[config.mk]
export PLATFORM = sky130hd
export DESIGN_NAME = knn_ctrl
export DESIGN_NICKNAME = d
export VERILOG_FILES = /design/src/rtl/knn_pkg.sv /design/src/rtl/knn_ctrl.sv
export SDC_FILE = /design/constraint.sdc
export NUM_CORES = 1
export LEC_CHECK = 0
export BUFFER_PORTS_ARGS = -buffer_cell sky130_fd_sc_hd__buf_4
export CAP_MARGIN = 20
export CORE_MARGIN = 3
export CORE_UTILIZATION = 49
export DETAILED_ROUTE_END_ITERATION = 6
export PLACE_DENSITY = 0.85
export SYNTH_ARGS = -nofsm -noshare
export SYNTH_HDL_FRONTEND = slang
export SYNTH_SLANG_ARGS = --single-unit
[constraint.sdc]
create_clock -name clock -period 2 [get_ports clock]
set_input_delay 0.1 -clock clock [delete_from_list [all_inputs] [get_ports clock]]
set_output_delay 0.1 -clock clock [all_outputs]
set_load 0.005 [all_outputs]
[src/rtl/knn_pkg.sv]
package knn_pkg;

   localparam int MaxNodes = 256;
   localparam int KMax = 16;
   localparam int IdxW = $clog2(MaxNodes);
   localparam int CntW = $clog2(MaxNodes + 1);
   localparam int KW = $clog2(KMax + 1);
   localparam int SlotW = $clog2(KMax);
   localparam int DistW = 35;

   localparam logic [2:0] ST_EDGE = 3'd0;
   localparam logic [2:0] ST_LOADED = 3'd1;
   localparam logic [2:0] ST_PRESENT = 3'd2;
   localparam logic [2:0] ST_FULL = 3'd3;
   localparam logic [2:0] ST_EMPTY = 3'd4;

   localparam logic CMD_LOAD = 1'b0;
   localparam logic CMD_INSERT = 1'b1;

   localparam logic [0:0] REG_NEIGHBORS_K = 1'd0;

   typedef struct packed {
      logic cmd;
      logic signed [15:0] coord_x;
      logic signed [15:0] coord_y;
      logic signed [15:0] coord_z;
   } req_type;

   typedef struct packed {
      logic [2:0] status;
      logic [7:0] node_index;
      logic [7:0] neighbor_index;
      logic last;
   } rsp_type;

   // Controller to datapath.
   typedef struct packed {
      logic capture;     // latch the request and clear the best list
      logic rd_issue;    // read stored point at scan index
      logic scan_clr;    // restart scan index at zero
      logic dist_en;     // compute distance of point read last cycle
      logic ins_en;      // insert registered distance into best list
      logic write_pt;    // store request point at node_count
      logic emit_edge;   // advance edge slot counter as an edge is taken
      logic [2:0] status;
      logic out_clr;     // restart edge slot counter
   } ctl_type;

   // Datapath to controller.
   typedef struct packed {
      logic cmd;
      logic full;
      logic empty;
      logic scan_done;   // scan index reached node_count
      logic match;       // a scanned point had zero distance
      logic last_edge;   // current edge slot is the final one
   } sts_type;

endpackage

[src/rtl/knn_ctrl.sv]
module knn_ctrl
   import knn_pkg::*;
(
   input  logic    clock,
   input  logic    reset,
   input  logic    req_valid,
   output logic    req_ready,
   output logic    rsp_valid,
   input  logic    rsp_ready,
   output ctl_type ctl,
   input  sts_type sts
);

   typedef enum logic [7:0] {
      S_IDLE   = 8'b0000_0001,
      S_DECIDE = 8'b0000_0010,
      S_READ   = 8'b0000_0100,
      S_DIST   = 8'b0000_1000,
      S_INS    = 8'b0001_0000,
      S_CHECK  = 8'b0010_0000,
      S_ONE    = 8'b0100_0000,
      S_EDGE   = 8'b1000_0000
   } state_type;

   state_type state_ff, state_in;
   logic [2:0] status_ff, status_in;
   logic matchpass_ff, matchpass_in;   // first scan looks for a duplicate

   always_comb begin
      state_in = state_ff;
      status_in = status_ff;
      matchpass_in = matchpass_ff;
      ctl = '0;
      ctl.status = status_ff;
      req_ready = 1'b0;
      rsp_valid = 1'b0;
      unique case (state_ff)
         S_IDLE: begin
            req_ready = 1'b1;
            if (req_valid) begin
               ctl.capture = 1'b1;
               state_in = S_DECIDE;
            end
         end
         S_DECIDE: begin
            ctl.scan_clr = 1'b1;
            ctl.out_clr = 1'b1;
            matchpass_in = 1'b1;
            if (sts.cmd == CMD_LOAD) begin
               status_in = sts.full ? ST_FULL : ST_LOADED;
               state_in = S_ONE;
            end else if (sts.empty) begin
               status_in = ST_EMPTY;
               state_in = S_ONE;
            end else begin
               state_in = S_READ;
            end
         end
         S_READ: begin
            ctl.rd_issue = 1'b1;
            state_in = S_DIST;
         end
         S_DIST: begin
            ctl.dist_en = 1'b1;
            state_in = matchpass_ff ? S_CHECK : S_INS;
         end
         S_INS: begin
            ctl.ins_en = 1'b1;
            state_in = S_CHECK;
         end
         S_CHECK: begin
            if (!sts.scan_done) begin
               state_in = S_READ;
            end else if (matchpass_ff) begin
               if (sts.match) begin
                  status_in = ST_PRESENT;
                  state_in = S_ONE;
               end else if (sts.full) begin
                  status_in = ST_FULL;
                  state_in = S_ONE;
               end else begin
                  matchpass_in = 1'b0;
                  ctl.scan_clr = 1'b1;
                  state_in = S_READ;
               end
            end else begin
               ctl.write_pt = 1'b1;
               status_in = ST_EDGE;
               state_in = S_EDGE;
            end
         end
         S_ONE: begin
            rsp_valid = 1'b1;
            if (rsp_ready) begin
               ctl.write_pt = (status_ff == ST_LOADED);
               state_in = S_IDLE;
            end
         end
         S_EDGE: begin
            rsp_valid = 1'b1;
            if (rsp_ready) begin
               ctl.emit_edge = 1'b1;
               if (sts.last_edge) begin
                  state_in = S_IDLE;
               end
            end
         end
         default: state_in = S_IDLE;
      endcase
   end

   always_ff @(posedge clock) begin
      if (reset) begin
         state_ff <= S_IDLE;
         status_ff <= ST_EDGE;
         matchpass_ff <= 1'b0;
      end else begin
         state_ff <= state_in;
         status_ff <= status_in;
         matchpass_ff <= matchpass_in;
      end
   end

endmodule
After elaboration in Yosys (flattened, before gate mapping)
Cells that the tools add are included.

storage, ports and cells
  bits in registers = 12
  memories kept = 0
  logic and storage cells = 68
  latch bits = 0
  input port bits = 10
  RAM bits = 0
  memory bits (read-only) = 0
  output and inout port bits = 13

cells by class
  multiply operators = 0
  add/subtract/negate cells = 0
  reduce and logical (&&, ||, !) cells = 5
  bitwise gates (word level) = 0
  divide/modulo/power cells = 0
  order comparisons = 0
  shifts and indexed selects = 0
  muxes and demuxes = 44
  equal/unequal tests = 16

operators with widths
  operator                                                          number
  8-bit one-hot mux with 8 select lines                             1
  8-bit two-way mux                                                 7
  1-bit two-way mux                                                 21
  7-bit two-way mux                                                 3
  3-bit two-way mux                                                 6
  2-bit inequality test (second input constant)                     5
  8-bit by 1-bit == test with 1-bit output (second input constant)  1
  8-bit by 2-bit == test with 1-bit output (second input constant)  1
  8-bit by 3-bit == test with 1-bit output (second input constant)  1
  8-bit by 4-bit == test with 1-bit output (second input constant)  1
  8-bit by 5-bit == test with 1-bit output (second input constant)  1
  8-bit by 6-bit == test with 1-bit output (second input constant)  1
  8-bit by 7-bit == test with 1-bit output (second input constant)  1
  8-bit == test (second input constant)                             1
  4-bit AND reduction                                               2
  6-bit two-way mux                                                 1
  1-bit one-hot mux with 2 select lines                             3
  3-bit one-hot mux with 2 select lines                             1
  4-bit inequality test (second input constant)                     1
  3-bit by 1-bit == test with 1-bit output (second input constant)  1
  3-bit inequality test (second input constant)                     1
  2-bit two-way mux                                                 1
  2-bit AND reduction                                               1
  2-bit nonzero test                                                1
  2-bit OR reduction                                                1

Depth between registers and ports, before layout
Gate-level depths: netlist (run 1).

  depth in word-level cells = 5
  gate-level depth with buffers = 6
  mapped depth without buffers = 6

Least setup slack after synthesis (run 1)
Ideal clock, no wire load.

  kind = flip-flop to flip-flop
  from = reg state_ff[4]
  to = reg state_ff[6]
  arrival = 1.616 ns
  setup time = 0.074 ns
  period minus slack after synthesis = 1.690 ns
  stages on the path, launching flop included = 6
  data required time = 1.926 ns
  path slack = 0.310 ns
  path buffers = 0
  cell sequence = dfxtp_1 > or4_4 > or3_4 > o22ai_2 > nand2_1 > a31oi_1

between the ends
  word-level cells in the longest chain between the ends = 3
  elaborated cells on any way between the ends = 14
  those cells by class = eq/ne (12); mux (1); reduce/logical (1)

RTL lines
  element                                 line             RTL
  start, declared                         knn_ctrl.sv:25   state_type state_ff, state_in;
  start signal, assigned                  knn_ctrl.sv:118  state_ff <= state_in;
  8-bit == test (tied with other cells)   knn_ctrl.sv:37   unique case (state_ff)
  2-bit inequality test (no source line)  -
  4-bit AND reduction (no source line)    -

Parallel ways exist; a longest one is shown, timed or not.
A chain may end at the register's enable or synchronous reset.

Worst setup path after layout (run 1)
  from = reg state_ff[5]
  to = reg status_ff[0]

between the ends
  word-level cells in the longest chain between the ends = 3
  elaborated cells on any way between the ends = 8
  those cells by class = eq/ne (5); mux (1); reduce/logical (2)

RTL lines
  element                                                                                               line             RTL
  8-bit by 6-bit == test with 1-bit output or 8-bit by 2-bit == test with 1-bit output (tied branches)  knn_ctrl.sv:37
  4-bit inequality test (no source line) (tied with other cells)                                        -
  4-bit AND reduction (no source line)                                                                  -
  end signal, assigned                                                                                  knn_ctrl.sv:119  status_ff <= status_in;
  end, declared                                                                                         knn_ctrl.sv:26   logic [2:0] status_ff, status_in;

Parallel ways exist; a longest one is shown, timed or not.

==> impl_metrics.py, run 1 <==
metrics = {
    "outcome": {
        "status": "complete, no violations",
    },
    "global_route": {
        "grt_pass1_vias": 743,
        "grtUsageTotal_pct": 21.04,
        "antenna_found_initial": 0,
        "grt_max_degree": 9,
        "overflow": 0,
        "grt_pass1_wl_um": 3180,
    },
    "setup_path": {
        "r2r-start": "state_ff[5]",
        "cpPeakStageDelay_ns": 0.52,
        "cp_cell_sequence": "buf_4 -> or4b_1 -> a211oi_1 -> a211oi_2 -> o211ai_1 -> o211a_1",
        "crit_type": "reg -> reg",
        "ff2ff_path_depth": 6,
        "start_kind": "flop",
        "path_max_fanout": 5,
        "cp.arrival_ns": 2.19,
        "crit_path_end_kind": "flop",
        "cpMaxStageDelayCell": "or4b_1",
        "r2r_setup_slack_ns": 0.03,
        "required_ns": 2.22,
        "r2r_end": "status_ff[0]",
    },
    "sta": {
        "relSlewSlack_pct": 67.19,
        "fmax_ghz": 0.5073,
        "min_period_over_period_pct": 98.57,
        "setup_viol": 0,
        "drv_slew": 0,
        "period_needed_ns": 1.971,
        "final_hold_viol_count": 0,
        "rsz0062_at_grt": "yes",
        "clock_skew_ns": 0.005454,
        "worst_pin_slew_ns": 0.4891,
        "setup_ws_ns": 0.02866,
    },
    "min_path": {
        "hold_path_class": "in -> reg",
        "min_path_cells": 2,
        "hp-start": "reset",
        "holdPathEnd": "state_ff[4]",
    },
    "drt": {
        "drtPass1Iterations": 4,
        "drt_iter0_markers": 36,
        "finalWirelength_um": 2073,
        "post-route-drc-count": 0,
        "wl_per_cell_um": 15.47,
        "vias": 799,
        "drtAntennaViolNets": 0,
        "routed_via_density": 5.963,
    },
    "pwr": {
        "switching_share_pct": 31.36,
        "p_total_mw": 0.7100,
        "leakagePower_nw": 0.4246,
        "ir_drop_v": 0.0005083,
        "p_seq_share_pct": 39.7,
        "p_per_area_mw_per_mm2": 681.2,
        "p_switching_mw": 0.2227,
        "power.share.clock_pct": 27.6,
        "p_comb_share_pct": 32.7,
        "p_int_mw": 0.4873,
    },
    "clock_network": {
        "ctsHtreeMaxLevel": 1,
        "cts_sinks": 12,
        "cts_buffers": 3,
        "cts_hold_buffers": 0,
        "clock_latency_ns": 0.27,
        "path_clk_slew_ns": 0.08,
        "cts-root-buf": "clkbuf_4",
        "cts_tree": "done",
        "clk_path_buf_depth": 2,
    },
    "floorplan": {
        "placementRows": 13,
        "dieArea_mm2": 0.002026,
        "die_w_um": 45.01,
        "core_area_mm2": 0.001366,
        "initial_core_util_pct": 54.58,
        "die_height_um": 45.01,
        "io_pins": 23,
    },
    "layout": {
        "nNetsFinal": 130,
        "drive_above_1_share_pct": 44.54,
        "area_growth_pct": 39.77,
        "diodes": 0,
        "final_cells": 134,
        "final_area_mm2": 0.001042,
        "fin_util_pct": 76.28,
    },
    "synth": {
        "synth-seq-cells": 12,
        "synth_flop_cell": "dfxtp_1",
        "synth_cells": 88,
        "synth_edf_count": 0,
        "avgSynthCellArea_um2": 8.474,
        "synth_nets": 98,
        "netlist_area_um2": 745.7,
        "ys_seq_area_share_pct": 32.21,
        "yosysWarningCount": 0,
        "async_reset_ff_share_pct": 0,
        "synth.distinct_cells": 38,
    },
    "placement": {
        "place.gp.congestion": 0.8050,
        "io_buffers": 22,
        "dp_hpwl_um": 1456,
        "placed_cell_area_um2": 943.4,
        "dp_slack_ns": 0.1798,
        "dp.cells": 127,
    },
    "run": {
        "drv_cap": 0,
    },
}
[cells in the final DEF (no fill, tap or decap), types with 2 or more instances in the layout]
cell	Yosys	routed
a21oi_1	6	6
and2_1	4	4
buf_4	0	30
clkbuf_4	0	3
dfxtp_1	12	9
dfxtp_2	0	2
inv_1	4	3
nand2_1	4	3
nand2b_1	5	5
nand3_1	4	4
nand3b_1	2	2
nor2_1	10	9
nor2b_1	2	2
nor4_2	3	3
nor4b_1	2	2
o21ai_0	2	2
or3b_2	2	2
or4_4	1	2
[state kept, by name, indices dropped and copies added, names as in the netlist]
signal        cells
matchpass_ff      1
status_ff         3
state_ff          8
[per-stage QoR]
step	setup TNS [ns]	hold slack, ns
2_1_floorplan	0	0.2519
3_3_place_gp	0	0.3366
3_5_place_dp	0	0.3486
4_1_cts	0	0.05552
5_1_grt	-0.09489	0.07091
6_report	0	0.05419
[cell type report]
cell class	count	area (um2)
fill	106	324.1
clock buffer	4	36.28
inverter	4	15.01
sequential	12	246.5
timing repair buffer	30	225.2
multi-input combinational	69	500.5
tap	15	18.77
[routing by layer]
| layer | part of all wire (%) | track usage [%] |
|---|---|---|
| met5 | 0 | 0 |
| met4 | 2.5 | 9.942 |
| met3 | 8.2 | 4.382 |
| met2 | 47 | 34.18 |
| met1 | 42 | 26.27 |
[logic make-up after synthesis]
group / share of synthesized area (%)
AO/OA/AOI/OAI: 19.63
buffers and inverters: 5.199
flip-flops: 32.21
AND/OR/NAND/NOR: 42.95
[critical path, delay by kind of cell (launching register included)]
| kind | cells | cell delay [ns] |
|---|---|---|
| flops | 1 | 0.34 |
| buf+inv | 1 | 0.12 |
| compound gates | 4 | 0.93 |
| simple gates | 1 | 0.52 |
[power groups by stage]
stage          sequential, mW  combinational, mW  clock, mW
2_1_floorplan           0.281              0.129          0
3_3_place_gp            0.285              0.197          0
3_5_place_dp            0.285              0.203          0
4_1_cts                 0.281              0.219      0.197
5_1_grt                 0.285              0.250      0.209
6_report                0.282              0.232      0.196
[worst max path at each step]
stage | end | depth (start not counted) | start
floorplan | state_ff[6] | 5 | state_ff[4]
global placement | ctl[5] | 5 | state_ff[6]
detailed placement | ctl[5] | 5 | state_ff[6]
CTS | ctl[5] | 6 | state_ff[4]
global route | ctl[5] | 6 | state_ff[4]
finish | status_ff[0] | 6 | state_ff[5]
[synthesized netlist by cell type, types with 2 or more instances]
cell type / number / area [um2]
dfxtp_1: 12 / 240.2
nor2_1: 10 / 37.54
a21oi_1: 6 / 30.03
nand2b_1: 5 / 31.28
and2_1: 4 / 25.02
inv_1: 4 / 15.01
nand2_1: 4 / 15.01
nand3_1: 4 / 20.02
nor4_2: 3 / 37.54
a211oi_1: 2 / 15.01
nand3b_1: 2 / 15.01
nor2b_1: 2 / 12.51
nor4_1: 2 / 12.51
nor4b_1: 2 / 17.52
o21ai_0: 2 / 10.01
or3b_2: 2 / 17.52
[what timing repair did]
action / in CTS / in global routing
gates cloned: 0 / 0
setup buffers: 3 / 0
pin swaps: 3 / 3
endpoints found under the hold margin: 0 / 0
resized for setup: 5 / 7
setup endpoints to repair: 3 / 8
(Power assumes the default switching activity.)
==> run 2: changes to the inputs <==
- CORE_UTILIZATION: 49 -> 35
- PLACE_DENSITY: 0.85 -> 0.66
- REMOVE_ABC_BUFFERS: unset -> 1
- SKIP_LAST_GASP: unset -> 1
==> run 2 against run 1 <==
Non-clock buffer count up 2. Sequential cell count unchanged. Clock power down 26%. First-iteration DRC count down 72%. Final area up 0.48%. Critical path depth up 1. Clock-buffer cell count down 1. Critical path type is now reg -> out. Largest power group unchanged. Highest routed layer unchanged.
==> impl_metrics.py, run 2 (synthesis results as in run 1) <==
metrics = {
    "global_route": {
        "overflow": 0,
        "grt_pass1_wl_um": 3042,
        "grtUsageTotal_pct": 15.06,
        "grt_pass1_vias": 709,
        "antenna_found_initial": 0,
        "grt_max_degree": 9,
    },
    "clock_network": {
        "ctsHtreeMaxLevel": 1,
        "path_clk_slew_ns": 0.07,
        "cts_sinks": 12,
        "cts-root-buf": "clkbuf_4",
        "clock_latency_ns": 0.27,
        "clk_path_buf_depth": 2,
        "cts_tree": "done",
        "cts_buffers": 3,
        "cts_hold_buffers": 0,
    },
    "setup_path": {
        "required_ns": 1.90,
        "cp_common_cell": "buf_4",
        "cpMaxStageDelayCell": "or4b_4",
        "cp.arrival_ns": 1.85,
        "r2r-start": "state_ff[4]",
        "cpPeakStageDelay_ns": 0.53,
        "start_kind": "flop",
        "crit_path_end_kind": "primary output",
        "cp_cell_sequence": "buf_4 -> or4b_4 -> nor2_1 -> buf_4 -> nand3b_1 -> o21ai_2 -> buf_4",
        "startpoint": "state_ff[4]",
        "crit_type": "reg -> out",
        "path_max_fanout": 6,
    },
    "layout": {
        "nNetsFinal": 132,
        "final-seq-area_um2": 244.0,
        "fillers": 190,
        "largest_reg_flops": 8,
        "area_growth_pct": 40.44,
        "largest_register": "state_ff",
        "diodes": 0,
        "final_common_cell": "buf_4",
        "multiInputGateArea_um2": 491.7,
        "reg_top3": "state_ff: 8 flops, status_ff: 3 flops, matchpass_ff: 1 flops",
        "mostFrequentLayoutCells": "buf_4 (32), nor2_1 (10), dfxtp_1 (9)",
        "drive_above_1_share_pct": 45.00,
        "final_cells": 147,
    },
    "sta": {
        "period_needed_ns": 1.948,
        "setup_tns_ns": 0,
        "rsz0062_at_grt": "yes",
        "clock_skew_ns": 0.005038,
        "setup_viol": 0,
        "relSlewSlack_pct": 72.27,
        "final_hold_viol_count": 0,
        "worst_pin_slew_ns": 0.4134,
        "min_period_over_period_pct": 97.41,
        "fmax_ghz": 0.5133,
        "drv_slew": 0,
        "hold_ws_ns": 0.05394,
        "setup_ws_ns": 0.05187,
    },
    "drt": {
        "drt_iter0_markers": 10,
        "vias": 775,
        "drtAntennaViolNets": 0,
        "post-route-drc-count": 0,
        "finalWirelength_um": 1863,
        "routed_via_density": 5.272,
        "wl_per_cell_um": 12.67,
        "drtPass1Iterations": 4,
    },
    "run": {
        "drv_cap": 0,
    },
    "pwr": {
        "p_per_area_mw_per_mm2": 618.1,
        "p_int_mw": 0.4455,
        "power.share.clock_pct": 22.4,
        "p_switching_mw": 0.2018,
        "p_comb_share_pct": 34.1,
        "ir_drop_v": 0.0003232,
        "p_seq_share_pct": 43.5,
        "leakagePower_nw": 0.4340,
        "p_total_mw": 0.6473,
        "switching_share_pct": 31.18,
    },
    "floorplan": {
        "dieArea_mm2": 0.002721,
        "die_height_um": 52.16,
        "io_pins": 23,
        "initial_core_util_pct": 37.63,
        "core_area_mm2": 0.001982,
        "die_w_um": 52.16,
        "placementRows": 16,
    },
    "placement": {
        "io_buffers": 22,
        "place.gp.congestion": 0.7946,
        "dp_slack_ns": 0.2060,
        "dp_hpwl_um": 1428,
        "dp.cells": 139,
    },
    "min_path": {
        "hp-start": "reset",
        "hold_path_class": "in -> reg",
    },
    "outcome": {
        "status": "complete, no violations",
    },
}
==> run 2: worst max-delay path: cells and delay by family, from the launching register on <==
kind,cells,cell delay [ns]
AO/OA/AOI/OAI,1,0.08
flip-flops,1,0.32
AND/OR/NAND/NOR,3,0.78
buffers and inverters,3,0.40
==> run 2: metrics by stage <==
step / cell area [um2] / util, %
2_1_floorplan: 721.9 / -
3_3_place_gp: 958.4 / 48.36
3_5_place_dp: 958.4 / 48.36
4_1_cts: 1021 / 51.52
5_1_grt: 1047 / 52.84
6_report: 1047 / 52.84
==> run 2: cell type report <==
type / count / share of cell area, %
multi-input combinational: 69 / 46.95
sequential: 12 / 23.30
timing repair buffer: 32 / 22.94
tap: 27 / 3.226
clock buffer: 3 / 2.151
inverter: 4 / 1.434
==> run 2: path summary, 6_finish.rpt <==
check,endpoint,slack [ns],cells past startpoint
max,ctl[5],0.05,7
min reg2reg,status_ff[2],0.50,2
min,state_ff[4],0.05,2
max reg2reg,status_ff[0],0.14,6
==> run 2: routing by layer <==
| metal | GRT usage, % | wire [um] | up-vias |
|---|---|---|---|
| met5 | 0 | 0 | - |
| met4 | 7.660 | 34 | 0 |
| met3 | 2.865 | 85 | 4 |
| met2 | 25.10 | 923 | 17 |
| met1 | 18.23 | 818 | 360 |
| li1 | - | - | 394 |
==> run 2: what timing repair did <==
item                                    CTS  global route
setup buffers                             4             1
pin swaps                                 3             3
endpoints found under the setup margin    2             6
gates resized for setup                   5             4
==> run 2: power by group through the flow <==
stage / Clock (mW) / Combinational (mW) / Sequential (mW)
6_report: 0.145 / 0.221 / 0.281
2_1_floorplan: 0 / 0.117 / 0.283
3_5_place_dp: 0 / 0.201 / 0.284
3_3_place_gp: 0 / 0.199 / 0.285
5_1_grt: 0.155 / 0.245 / 0.286
4_1_cts: 0.145 / 0.218 / 0.280
